===== src/sv/annexb_pkg.sv =====
`timescale 1ns / 1ps
package annexb_pkg;

  // Command queue geometry
  localparam int FifoDepth = 4;
  localparam int FifoPtrW  = $clog2(FifoDepth);
  localparam int FifoCntW  = FifoPtrW + 1;

  // Byte values that make up start codes and terminators
  localparam logic [7:0] ByteZero = 8'h00;
  localparam logic [7:0] ByteOne  = 8'h01;

  // Widest burst one input byte can cause: three held bytes plus the final byte
  localparam int BurstMax = 4;
  localparam int BurstIdxW = $clog2(BurstMax);

  typedef struct packed {
    logic [7:0] stream_byte;
    logic       stream_end;
  } in_item_t;

  typedef struct packed {
    logic [7:0]  payload_byte;
    logic        unit_first;
    logic        unit_last;
    logic [15:0] unit_number;
  } out_item_t;

  // One burst of results produced by a single input byte
  typedef struct packed {
    logic [BurstMax-1:0][7:0] bytes;
    logic [BurstIdxW-1:0]     last_idx;
    logic                     first;
    logic                     last;
    logic [15:0]              unit_number;
  } cmd_t;

  typedef struct packed {
    logic full;
    logic empty;
  } fifo_stat_t;

  function automatic logic is_term(logic [7:0] a, logic [7:0] b, logic [7:0] c);
    return (a == ByteZero) && (b == ByteZero) && ((c == ByteZero) || (c == ByteOne));
  endfunction

  function automatic logic is_start(logic [7:0] a, logic [7:0] b, logic [7:0] c);
    return (a == ByteZero) && (b == ByteZero) && (c == ByteOne);
  endfunction

endpackage


===== src/sv/annexb_front.sv =====
`timescale 1ns / 1ps
module annexb_front (
  input  logic                clk,
  input  logic                rst_n,
  input  logic                accept,
  input  annexb_pkg::in_item_t in_item,
  output logic                wr_en,
  output annexb_pkg::cmd_t    cmd
);
  import annexb_pkg::*;

  logic [2:0][7:0] la_r, la_nxt;
  logic [1:0]      fill_r, fill_nxt;
  logic            inside_r, inside_nxt;
  logic            first_r, first_nxt;
  logic [15:0]     cnt_r, cnt_nxt;

  logic [7:0]      b;
  logic            fin;
  logic [2:0][7:0] shifted;
  logic            emit;
  logic [15:0]     num_emit;

  assign b        = in_item.stream_byte;
  assign fin      = in_item.stream_end;
  assign shifted  = {b, la_r[2], la_r[1]};
  assign num_emit = cnt_r + {15'd0, first_r};

  // Framing decision for one accepted byte
  always_comb begin
    la_nxt     = la_r;
    fill_nxt   = fill_r;
    inside_nxt = inside_r;
    first_nxt  = first_r;
    cnt_nxt    = cnt_r;
    emit       = 1'b0;
    cmd        = '0;
    cmd.unit_number = num_emit;
    cmd.first  = first_r;

    if (!inside_r) begin
      // searching: slide the window and look for 00 00 01
      la_nxt   = shifted;
      fill_nxt = (fill_r == 2'd3) ? 2'd3 : fill_r + 2'd1;
      if (fill_nxt == 2'd3 && is_start(shifted[0], shifted[1], shifted[2])) begin
        inside_nxt = 1'b1;
        first_nxt  = 1'b1;
        fill_nxt   = 2'd0;
      end
      if (fin) begin
        la_nxt     = '0;
        fill_nxt   = 2'd0;
        inside_nxt = 1'b0;
        first_nxt  = 1'b0;
      end
    end else if (fin) begin
      // end of stream: flush held bytes, final byte closes the unit
      emit = 1'b1;
      for (int i = 0; i < 3; i++) begin
        cmd.bytes[i] = (2'(i) < fill_r) ? la_r[i] : b;
      end
      cmd.bytes[3] = b;
      cmd.last_idx = fill_r;
      cmd.last     = 1'b1;
      cnt_nxt      = num_emit;
      la_nxt       = '0;
      fill_nxt     = 2'd0;
      inside_nxt   = 1'b0;
      first_nxt    = 1'b0;
    end else if (fill_r != 2'd3) begin
      // filling lookahead after a start code
      la_nxt[fill_r] = b;
      fill_nxt       = fill_r + 2'd1;
      if (fill_nxt == 2'd3 && is_term(la_nxt[0], la_nxt[1], la_nxt[2])) begin
        inside_nxt = 1'b0;
        first_nxt  = 1'b0;
        if (is_start(la_nxt[0], la_nxt[1], la_nxt[2])) begin
          inside_nxt = 1'b1;
          first_nxt  = 1'b1;
          fill_nxt   = 2'd0;
        end
      end
    end else begin
      // steady state: release the oldest byte, check for terminator
      emit         = 1'b1;
      cmd.bytes[0] = la_r[0];
      cmd.last_idx = '0;
      cmd.last     = is_term(la_r[1], la_r[2], b);
      cnt_nxt      = num_emit;
      first_nxt    = 1'b0;
      la_nxt       = shifted;
      if (cmd.last) begin
        inside_nxt = 1'b0;
        fill_nxt   = 2'd3;
        if (is_start(shifted[0], shifted[1], shifted[2])) begin
          inside_nxt = 1'b1;
          first_nxt  = 1'b1;
          fill_nxt   = 2'd0;
        end
      end
    end
  end

  assign wr_en = accept && emit;

  always_ff @(posedge clk) begin
    if (!rst_n) begin
      la_r     <= '0;
      fill_r   <= 2'd0;
      inside_r <= 1'b0;
      first_r  <= 1'b0;
      cnt_r    <= 16'd0;
    end else if (accept) begin
      la_r     <= la_nxt;
      fill_r   <= fill_nxt;
      inside_r <= inside_nxt;
      first_r  <= first_nxt;
      cnt_r    <= cnt_nxt;
    end
  end

endmodule


===== src/sv/annexb_cmd_fifo.sv =====
`timescale 1ns / 1ps
module annexb_cmd_fifo (
  input  logic                   clk,
  input  logic                   rst_n,
  input  logic                   wr_en,
  input  annexb_pkg::cmd_t       wr_cmd,
  input  logic                   rd_en,
  output annexb_pkg::cmd_t       rd_cmd,
  output annexb_pkg::fifo_stat_t stat
);
  import annexb_pkg::*;

  cmd_t                mem_r [FifoDepth];
  logic [FifoPtrW-1:0] wp_r, wp_nxt;
  logic [FifoPtrW-1:0] rp_r, rp_nxt;
  logic [FifoCntW-1:0] cnt_r, cnt_nxt;

  assign stat.full  = (cnt_r == FifoCntW'(FifoDepth));
  assign stat.empty = (cnt_r == '0);
  assign rd_cmd     = mem_r[rp_r];

  // Pointer and count update
  always_comb begin
    wp_nxt  = wp_r;
    rp_nxt  = rp_r;
    cnt_nxt = cnt_r;
    if (wr_en) begin
      wp_nxt = (wp_r == FifoPtrW'(FifoDepth - 1)) ? '0 : wp_r + 1'b1;
    end
    if (rd_en) begin
      rp_nxt = (rp_r == FifoPtrW'(FifoDepth - 1)) ? '0 : rp_r + 1'b1;
    end
    if (wr_en && !rd_en) cnt_nxt = cnt_r + 1'b1;
    else if (!wr_en && rd_en) cnt_nxt = cnt_r - 1'b1;
  end

  always_ff @(posedge clk) begin
    if (!rst_n) begin
      wp_r  <= '0;
      rp_r  <= '0;
      cnt_r <= '0;
    end else begin
      wp_r  <= wp_nxt;
      rp_r  <= rp_nxt;
      cnt_r <= cnt_nxt;
    end
  end

  // Storage
  always_ff @(posedge clk) begin
    if (wr_en) mem_r[wp_r] <= wr_cmd;
  end

  a_cnt_bound: assert property (@(posedge clk) disable iff (!rst_n)
    cnt_r <= FifoCntW'(FifoDepth))
    else $error("command queue count out of range");

  a_no_overflow: assert property (@(posedge clk) disable iff (!rst_n)
    stat.full |-> !wr_en || rd_en)
    else $error("command written into full queue");

  a_no_underflow: assert property (@(posedge clk) disable iff (!rst_n)
    stat.empty |-> !rd_en)
    else $error("command read from empty queue");

endmodule


===== src/sv/annexb_back.sv =====
`timescale 1ns / 1ps
module annexb_back (
  input  logic                   clk,
  input  logic                   rst_n,
  input  annexb_pkg::cmd_t       cmd,
  input  annexb_pkg::fifo_stat_t stat,
  output logic                   rd_en,
  input  logic                   out_pop,
  output logic                   out_empty,
  output annexb_pkg::out_item_t  out_item
);
  import annexb_pkg::*;

  logic [BurstIdxW-1:0] idx_r, idx_nxt;
  logic                 valid_r, valid_nxt;
  out_item_t            item_r;
  out_item_t            item_nxt;
  logic                 load;
  logic                 at_end;

  assign load   = !stat.empty && (!valid_r || out_pop);
  assign at_end = (idx_r == cmd.last_idx);
  assign rd_en  = load && at_end;

  // Pick the next result out of the head burst
  always_comb begin
    item_nxt.payload_byte = cmd.bytes[idx_r];
    item_nxt.unit_first   = cmd.first && (idx_r == '0);
    item_nxt.unit_last    = cmd.last && at_end;
    item_nxt.unit_number  = cmd.unit_number;
    idx_nxt   = idx_r;
    valid_nxt = valid_r;
    if (load) begin
      valid_nxt = 1'b1;
      idx_nxt   = at_end ? '0 : idx_r + 1'b1;
    end else if (out_pop) begin
      valid_nxt = 1'b0;
    end
  end

  always_ff @(posedge clk) begin
    if (!rst_n) begin
      idx_r   <= '0;
      valid_r <= 1'b0;
    end else begin
      idx_r   <= idx_nxt;
      valid_r <= valid_nxt;
    end
  end

  // Output register
  always_ff @(posedge clk) begin
    if (load) item_r <= item_nxt;
  end

  assign out_empty = !valid_r;
  assign out_item  = item_r;

  a_idx_bound: assert property (@(posedge clk) disable iff (!rst_n)
    !stat.empty |-> idx_r <= cmd.last_idx)
    else $error("burst index past end of command");

  a_idx_idle: assert property (@(posedge clk) disable iff (!rst_n)
    stat.empty |-> idx_r == '0)
    else $error("burst index left mid-command with empty queue");

  a_hold: assert property (@(posedge clk) disable iff (!rst_n)
    valid_r && !out_pop |=> valid_r && $stable(item_r))
    else $error("waiting result changed before pop");

endmodule


===== src/sv/annexb_nal_unit_deframer_core.sv =====
`timescale 1ns / 1ps
// Annex B NAL unit deframer. Raw stream bytes go in through a push/full queue
// port, one per clock while in_full is low; payload bytes of each NAL unit
// come out of a pop/empty queue port with first/last marks and a wrapping
// 16-bit unit number. Start code search and the three-byte lookahead run in
// the front stage, which takes a byte every cycle while the 4-entry command
// queue has room. Each byte causes at most one result, except the end-of-stream
// byte inside a unit, which flushes up to four results; the back stage drains
// those at one result per cycle unless a waiting result has not been popped,
// and the front keeps accepting until the command queue fills.
module annexb_nal_unit_deframer_core (
  input  logic                  clk,
  input  logic                  rst_n,
  input  logic                  in_push,
  output logic                  in_full,
  input  annexb_pkg::in_item_t  in_item,
  output logic                  out_empty,
  input  logic                  out_pop,
  output annexb_pkg::out_item_t out_item
);
  import annexb_pkg::*;

  logic       accept;
  logic       wr_en;
  logic       rd_en;
  cmd_t       wr_cmd;
  cmd_t       rd_cmd;
  fifo_stat_t stat;

  assign in_full = stat.full;
  assign accept  = in_push && !stat.full;

  annexb_front u_front (
    .clk     (clk),
    .rst_n   (rst_n),
    .accept  (accept),
    .in_item (in_item),
    .wr_en   (wr_en),
    .cmd     (wr_cmd)
  );

  annexb_cmd_fifo u_fifo (
    .clk    (clk),
    .rst_n  (rst_n),
    .wr_en  (wr_en),
    .wr_cmd (wr_cmd),
    .rd_en  (rd_en),
    .rd_cmd (rd_cmd),
    .stat   (stat)
  );

  annexb_back u_back (
    .clk       (clk),
    .rst_n     (rst_n),
    .cmd       (rd_cmd),
    .stat      (stat),
    .rd_en     (rd_en),
    .out_pop   (out_pop),
    .out_empty (out_empty),
    .out_item  (out_item)
  );

endmodule

===== config.mk =====
export PLATFORM = sky130hd
export DESIGN_NAME = annexb_nal_unit_deframer_core
export DESIGN_NICKNAME = d
export VERILOG_FILES = /design/src/sv/annexb_pkg.sv /design/src/sv/annexb_front.sv /design/src/sv/annexb_cmd_fifo.sv /design/src/sv/annexb_back.sv /design/src/sv/annexb_nal_unit_deframer_core.sv
export SDC_FILE = /design/constraint.sdc
export NUM_CORES = 1
export LEC_CHECK = 0
export BUFFER_PORTS_ARGS = -buffer_cell sky130_fd_sc_hd__buf_2
export CAP_MARGIN = 10
export CORE_MARGIN = 4
export CORE_UTILIZATION = 55
export DETAILED_ROUTE_END_ITERATION = 10
export GPL_ROUTABILITY_DRIVEN = 0
export PLACE_DENSITY = 0.78
export SKIP_CTS_REPAIR_TIMING = 1
export SLEW_MARGIN = 20
export SYNTH_ARGS = -nofsm -noshare
export SYNTH_HDL_FRONTEND = slang
export SYNTH_SLANG_ARGS = --single-unit

===== constraint.sdc =====
create_clock -name clk -period 9.95 [get_ports clk]
set_input_delay 0 -clock clk [delete_from_list [all_inputs] [get_ports clk]]
set_output_delay 0 -clock clk [all_outputs]
set_load 0.005 [all_outputs]

Yosys cells after proc, flatten, opt, wreduce, memory -nomap -nowiden

Memory sizes are Yosys's and may differ from the RTL's. A register that Yosys moved wholly into a read port is not among the register bits.
Index checks and enable logic that the tools add are counted.

Register bits: 80
Bits in writable memories: 208
Input port bits: 13
Output and inout port bits: 28
Logic and storage cells: 143
Memories: 1

Add/sub/neg operators: 7
Magnitude comparators: 6
Equality and inequality tests: 13
Muxes and demuxes: 61
Reduce and logical (&&, ||, !) cells: 39

Memories:

| memory       | depth | width | rd ports | clocked after Yosys merged registers in | wr ports | RTL line              | source |
|---|---|---|---|---|---|---|---|
| u_fifo.mem_r | 4     | 52    | 1        | 1                                       | 1        | annexb_cmd_fifo.sv:13 | `cmd_t mem_r [FifoDepth];` |

Operators by type and width:

| operator            | count |
|---|---|
| $mux 24             | 5 |
| $logic_not 8->1     | 6 |
| $mux 8              | 5 |
| $mux 34             | 1 |
| $mux 16             | 2 |
| $mux 2              | 15 |
| $mux 1              | 26 |
| $bwmux 24           | 1 |
| $mux 10             | 2 |
| $logic_and 1x1->1   | 17 |
| $add 16x1->16       | 1 |
| $bmux 8 s2          | 1 |
| $demux 8 s2         | 1 |
| $eq 8x1->1 const B  | 2 |
| $eq 2x2->1 const B  | 5 |
| $add 2x1->2 const B | 4 |
| $ne 4x4->1 const B  | 2 |
| $lt 2x3->1 const B  | 2 |
| $mux 3              | 2 |
| $reduce_and 3->1    | 2 |
| $logic_not 1->1     | 5 |
| $lt 1x2->1 const A  | 2 |
| $ne 2x2->1 const B  | 2 |
| $reduce_bool 2->1   | 2 |
| other kinds (11)    | 13 |

Logic depth before layout (Yosys ltp)

Depth in word-level cells: 13
Mapped depth: 11

By module

Synthesis repeated with hierarchy kept, for this count alone.

Cell total of the unflattened synthesis: 760
Area, all modules: 12261.8 um2

Modules (own cells, without submodules):

| module                        | instances | cells an instance | area an instance (um2) |
|---|---|---|---|
| annexb_cmd_fifo               | 1         | 316               | 8022.7 |
| annexb_front                  | 1         | 381               | 3051.7 |
| annexb_back                   | 1         | 62                | 1173.6 |
| annexb_nal_unit_deframer_core | 1         | 1                 | 13.8 |

Worst setup path after synthesis

OpenSTA, ideal clock, no wires.

Path kind: flip-flop to flip-flop
Start point: register u_front.fill_r[0]
End point: memory u_fifo.mem_r[0][0] in the netlist's numbering, enable pin
Arrival: 2883 ps
Required time: 9535 ps
Slack: 6652 ps
Stages on the path, launching flop included: 7
Period minus slack after synthesis: 3298 ps
Cells stage by stage: dfxtp_1 -> ha_1 -> clkbuf_1 -> o21ai_1 -> nor3_2 -> clkbuf_1 -> and2_1

Longest elaborated chain between the ends: 7

RTL lines:

| element                      | RTL line              | source |
|---|---|---|
| start, declared              | annexb_front.sv:13    | `logic [1:0] fill_r, fill_nxt;` |
| start signal, assigned       | annexb_front.sv:115   | `fill_r <= fill_nxt;` |
| $ne 2x2->1                   | annexb_front.sv:70    | `end else if (fill_r != 2'd3) begin` |
| $mux 1                       | annexb_front.sv:70    |  |
| $mux 1                       | annexb_front.sv:56    | `end else if (fin) begin` |
| $mux 1                       | annexb_front.sv:41    | `if (!inside_r) begin` |
| $logic_and 1x1->1            | annexb_front.sv:104   | `assign wr_en = accept && emit;` |
| via u_fifo.wr_en             | annexb_cmd_fifo.sv:5  | `input logic wr_en,` |
| $mux 1                       | annexb_cmd_fifo.sv:51 | `if (wr_en) mem_r[wp_r] <= wr_cmd;` |
| $mux 1 (not written as such) | annexb_cmd_fifo.sv:51 |  |
| end, declared                | annexb_cmd_fifo.sv:13 |  |

The timed path passes the listed nets, and every way through them passes these cells.

Worst setup path in the final report

Start point: register u_front.fill_r[1]
End point: register u_fifo.cnt_r[2]

Longest elaborated chain between the ends: 8
Elaborated cells between the ends (all ways): 10

RTL lines:

| element                            | RTL line              | source |
|---|---|---|
| $ne 2x2->1 *                       | annexb_front.sv:70    |  |
| $mux 1 *                           | annexb_front.sv:70    |  |
| $mux 1 *                           | annexb_front.sv:56    |  |
| $mux 1 *                           | annexb_front.sv:41    |  |
| $logic_and 1x1->1 *                | annexb_front.sv:104   |  |
| $logic_not 1->1                    | annexb_cmd_fifo.sv:34 | `else if (!wr_en && rd_en) cnt_nxt = cnt_r - 1'b1;` |
| $logic_and 1x1->1                  | annexb_cmd_fifo.sv:34 |  |
| $reduce_bool 2->1 (no source line) | --                    |  |
| end signal, assigned               | annexb_cmd_fifo.sv:45 | `cnt_r <= cnt_nxt;` |
| end, declared                      | annexb_cmd_fifo.sv:16 | `logic [FifoCntW-1:0] cnt_r, cnt_nxt;` |

Mark *: on every way between the ends. The rest lies on a longest branch, timed or not.
A chain may end at the register's enable or synchronous reset.

==> results.sh <==
export IMPL_status="finished, final reports clean"
export IMPL_die_width_um=157
export IMPL_grt_pass1_wl_mm=38.2
export IMPL_holdWs_ns=0.103
export IMPL_clock_latency_ns=0.54
export IMPL_skew_ns=0.00740
export IMPL_root_buffer="clkbuf_16"
export IMPL_synth_seq_area_share_pct=67.0
export IMPL_htreeDepth=1
export IMPL_dp_hpwl_mm=14.6
export IMPL_ios=41
export IMPL_path_common_cell="ha_1"
export IMPL_ant_nets=0
export IMPL_grt_use_met2_pct=32.6
export IMPL_fin_tns_setup_ns=0
export IMPL_critPathMaxFanout=18
export IMPL_required_ns=10.41
export IMPL_cts_max_path_buffers=3
export IMPL_critPathKind="reg -> reg"
export IMPL_max_cap_violations=0
export IMPL_grt_overflow_total=0
export IMPL_hold_violations=0
export IMPL_drtIter0Drc=600
export IMPL_antenna_cells=0
export IMPL_clock_sinks=290
export IMPL_total_power_uw=3010
export IMPL_p_clk_share_pct=33.5
export IMPL_port_buffers=40
export IMPL_p_sw_uw=761
export IMPL_wirelength_mm=24.4
export IMPL_p_leak_uw=0.00448
export IMPL_cp_top_family="adder cells"
export IMPL_ir_worst_vdd_mv=0.166
export IMPL_die_area_um2=24600
export IMPL_grt_pass1_vias=6688
export IMPL_grt_antenna_before_repair=0
export IMPL_path_buf_inv=2
export IMPL_cts_buffers=28
export IMPL_end_kind="register"
export IMPL_period_minus_slack_ns=3.52
export IMPL_fin_crit_sh_pct=35.4
export IMPL_dieHeight_um=157
export IMPL_dp_cells=1038
export IMPL_use_met3_pct=2.65
export IMPL_async_flop_share_pct=0
export IMPL_cts_tree="built"
export IMPL_avgSynthCellArea_um2=16.2
export IMPL_synth_seq_cells=290
export IMPL_worst_ep_arrival_time_ns=3.98
export IMPL_ys_types=52
export IMPL_sequentialPowerShare_pct=50.0
export IMPL_vias_per_cell=6.13
export IMPL_grt_max_degree=56
export IMPL_synth_area_um2=12200
export IMPL_nNetsFinal=827
export IMPL_yosysWarnings=0
export IMPL_vias=6738
export IMPL_grt_usage_pct=19.8
export IMPL_grt_busiest_layer="met2"
export IMPL_core_um2=21800
export IMPL_maxSlewHeadroom_pct=36.3
export IMPL_maxSlewViolCount=0
export IMPL_cp_slowest_cell="ha_1"
export IMPL_synth_edf_count=234
export IMPL_wire_per_inst_um=22.2
export IMPL_hold_path_class="in -> reg"
export IMPL_p_comb_share_pct=16.4
export IMPL_drive_above_1_share_pct=21.5
export IMPL_cp_cell_sequence="ha_1 -> o21ai_1 -> nor3_2 -> buf_4 -> ha_1 -> inv_1 -> fa_1 -> xor2_1 -> or3_1 -> a21boi_0"
export IMPL_start_util_pct=55.8
export IMPL_worstSetupStartpointType="register"
export IMPL_fin_cells=1099
export IMPL_first_pass_iters=5
export IMPL_clk_pin_slew_worst_paths_ns=0.06
export IMPL_placementRows=54
export IMPL_tightest_slew_ns=0.954
export IMPL_rsz0062_at_grt="no"
export IMPL_worst_path_largest_cell_delay_ns=0.86
export IMPL_grt_use_met1_pct=28.8
export IMPL_area_delta_synth_final_pct=11.9
export IMPL_syn_nets=779
export IMPL_fmax_ghz=0.284
export IMPL_p_int_uw=2240
export IMPL_switching_share_pct=25.3
export IMPL_final_setup_viol_count=0
export IMPL_drc=0
export IMPL_ys_flop_type="edfxtp_1"
export IMPL_powerDensity_nw_per_um2=221
export IMPL_synthCells=750
[routing by layer]
| metal | wire, um | part of all wire (%) |
|---|---|---|
| met3 | 1320 | 5.4 |
| met1 | 10600 | 44 |
| met4 | 396 | 1.6 |
| met5 | 0 | 0 |
| met2 | 12000 | 49 |
[power by group through the flow]
stage	logic, uW	clock network [uW]	registers, uW
detailed placement	466	0	1550
global route	541	1080	1510
floorplan	350	0	1500
CTS	470	1020	1530
finish	494	1010	1500
global placement	452	0	1550
[stage by stage]
stage          utilization, %  setup slack [ns]  area [um2]
3_5_place_dp             57.8              6.40       12600
6_report                 62.4              6.43       13600
2_1_floorplan               -              6.65       12200
4_1_cts                  61.8              6.35       13500
3_3_place_gp             57.8              6.52       12600
5_1_grt                  62.4              6.26       13600
[final timing paths]
path                                  start                             end  slack (ns)  cells after the start
max          u_front.fill_r[1]$_SDFFE_PN0P_    u_fifo.cnt_r[2]$_SDFFE_PN0P_        6.43                     10
min                                 in_push  u_front.fill_r[1]$_SDFFE_PN0P_        0.10                      5
max reg2reg  u_front.fill_r[1]$_SDFFE_PN0P_    u_fifo.cnt_r[2]$_SDFFE_PN0P_        6.43                     10
min reg2reg     u_back.valid_r$_SDFFE_PN0P_     u_back.valid_r$_SDFFE_PN0P_        0.47                      2
[worst min-delay path, cell delays in order]
cell     delay (ns)
buf_2          0.11
inv_1          0.07
nor2_1         0.05
buf_4          0.21
a31oi_1        0.15
[sequential cells by signal, summed over array words and instances (netlist names), named ones only]
name              count
u_front.la_r         24
u_fifo.mem_r        208
u_fifo.cnt_r          3
u_back.out_item      26
u_front.cnt_r        16
u_fifo.rp_r           2
u_front.fill_r        2
u_front.first_r       1
u_fifo.wp_r           2
u_back.idx_r          2
u_front.inside_r      1
u_back.valid_r        1
[layout by cell type, fill, tap and decap left out, types with 15 or more instances in the layout]
master and instances:
nor3b_1 18, edfxtp_1 234, a221oi_1 16, mux4_2 60
dfxtp_1 54, nand2_1 29, mux2_2 15, ha_1 15
nor2_1 45, mux2i_1 23, buf_2 40, nor2b_1 18
xnor2_1 22, clkbuf_16 29
[kinds of logic after synthesis]
kind of cell | Yosys count | share of synthesized area (%)
flops | 290 | 67.0
simple gates | 181 | 8.02
mux | 99 | 14.5
compound gates | 78 | 4.76
buf+inv | 56 | 1.91
xor+xnor | 30 | 2.16
fa+ha+maj | 16 | 1.71
[cell usage after synthesis, drive strengths merged (2+ instances only)]
cell      n  area, um2
edfxtp  234       7030
mux4     60       1350
dfxtp    56       1120
nor2     46        173
clkbuf   30        113
nand2    29        109
mux2i    23        230
xnor2    22        193
and2     18        113
nor2b    18        113
nor3b    18        135
a221oi   16        140
mux2     16        180
ha       15        188
inv      15       56.3
and3     14       87.6
o21ai    13       65.1
buf      11       63.8
a22o      8       70.1
a22oi     8       60.1
nand3     8       40.0
xor2      8       70.1
a21boi    7       52.6
or4       7       56.3
nor3      6       35.0
or3       6       37.5
a21oi     4       20.0
a31o      4       35.0
a31oi     4       25.0
nand2b    4       25.0
nand4     4       25.0
o211ai    4       30.0
nor4      2       18.8
o21a      2       15.0
o31ai     2       15.0
[layout make-up]
type                    count  area (um2)
clock buffers              39         793
clock inverters            12        82.6
fillers                  1493        8210
inverters                  15        56.3
multi-input cells         404        3790
flip-flops and latches    290        8150
well taps                 280         350
repair buffers             59         385
No activity file was read; power rests on OpenSTA's default activity.
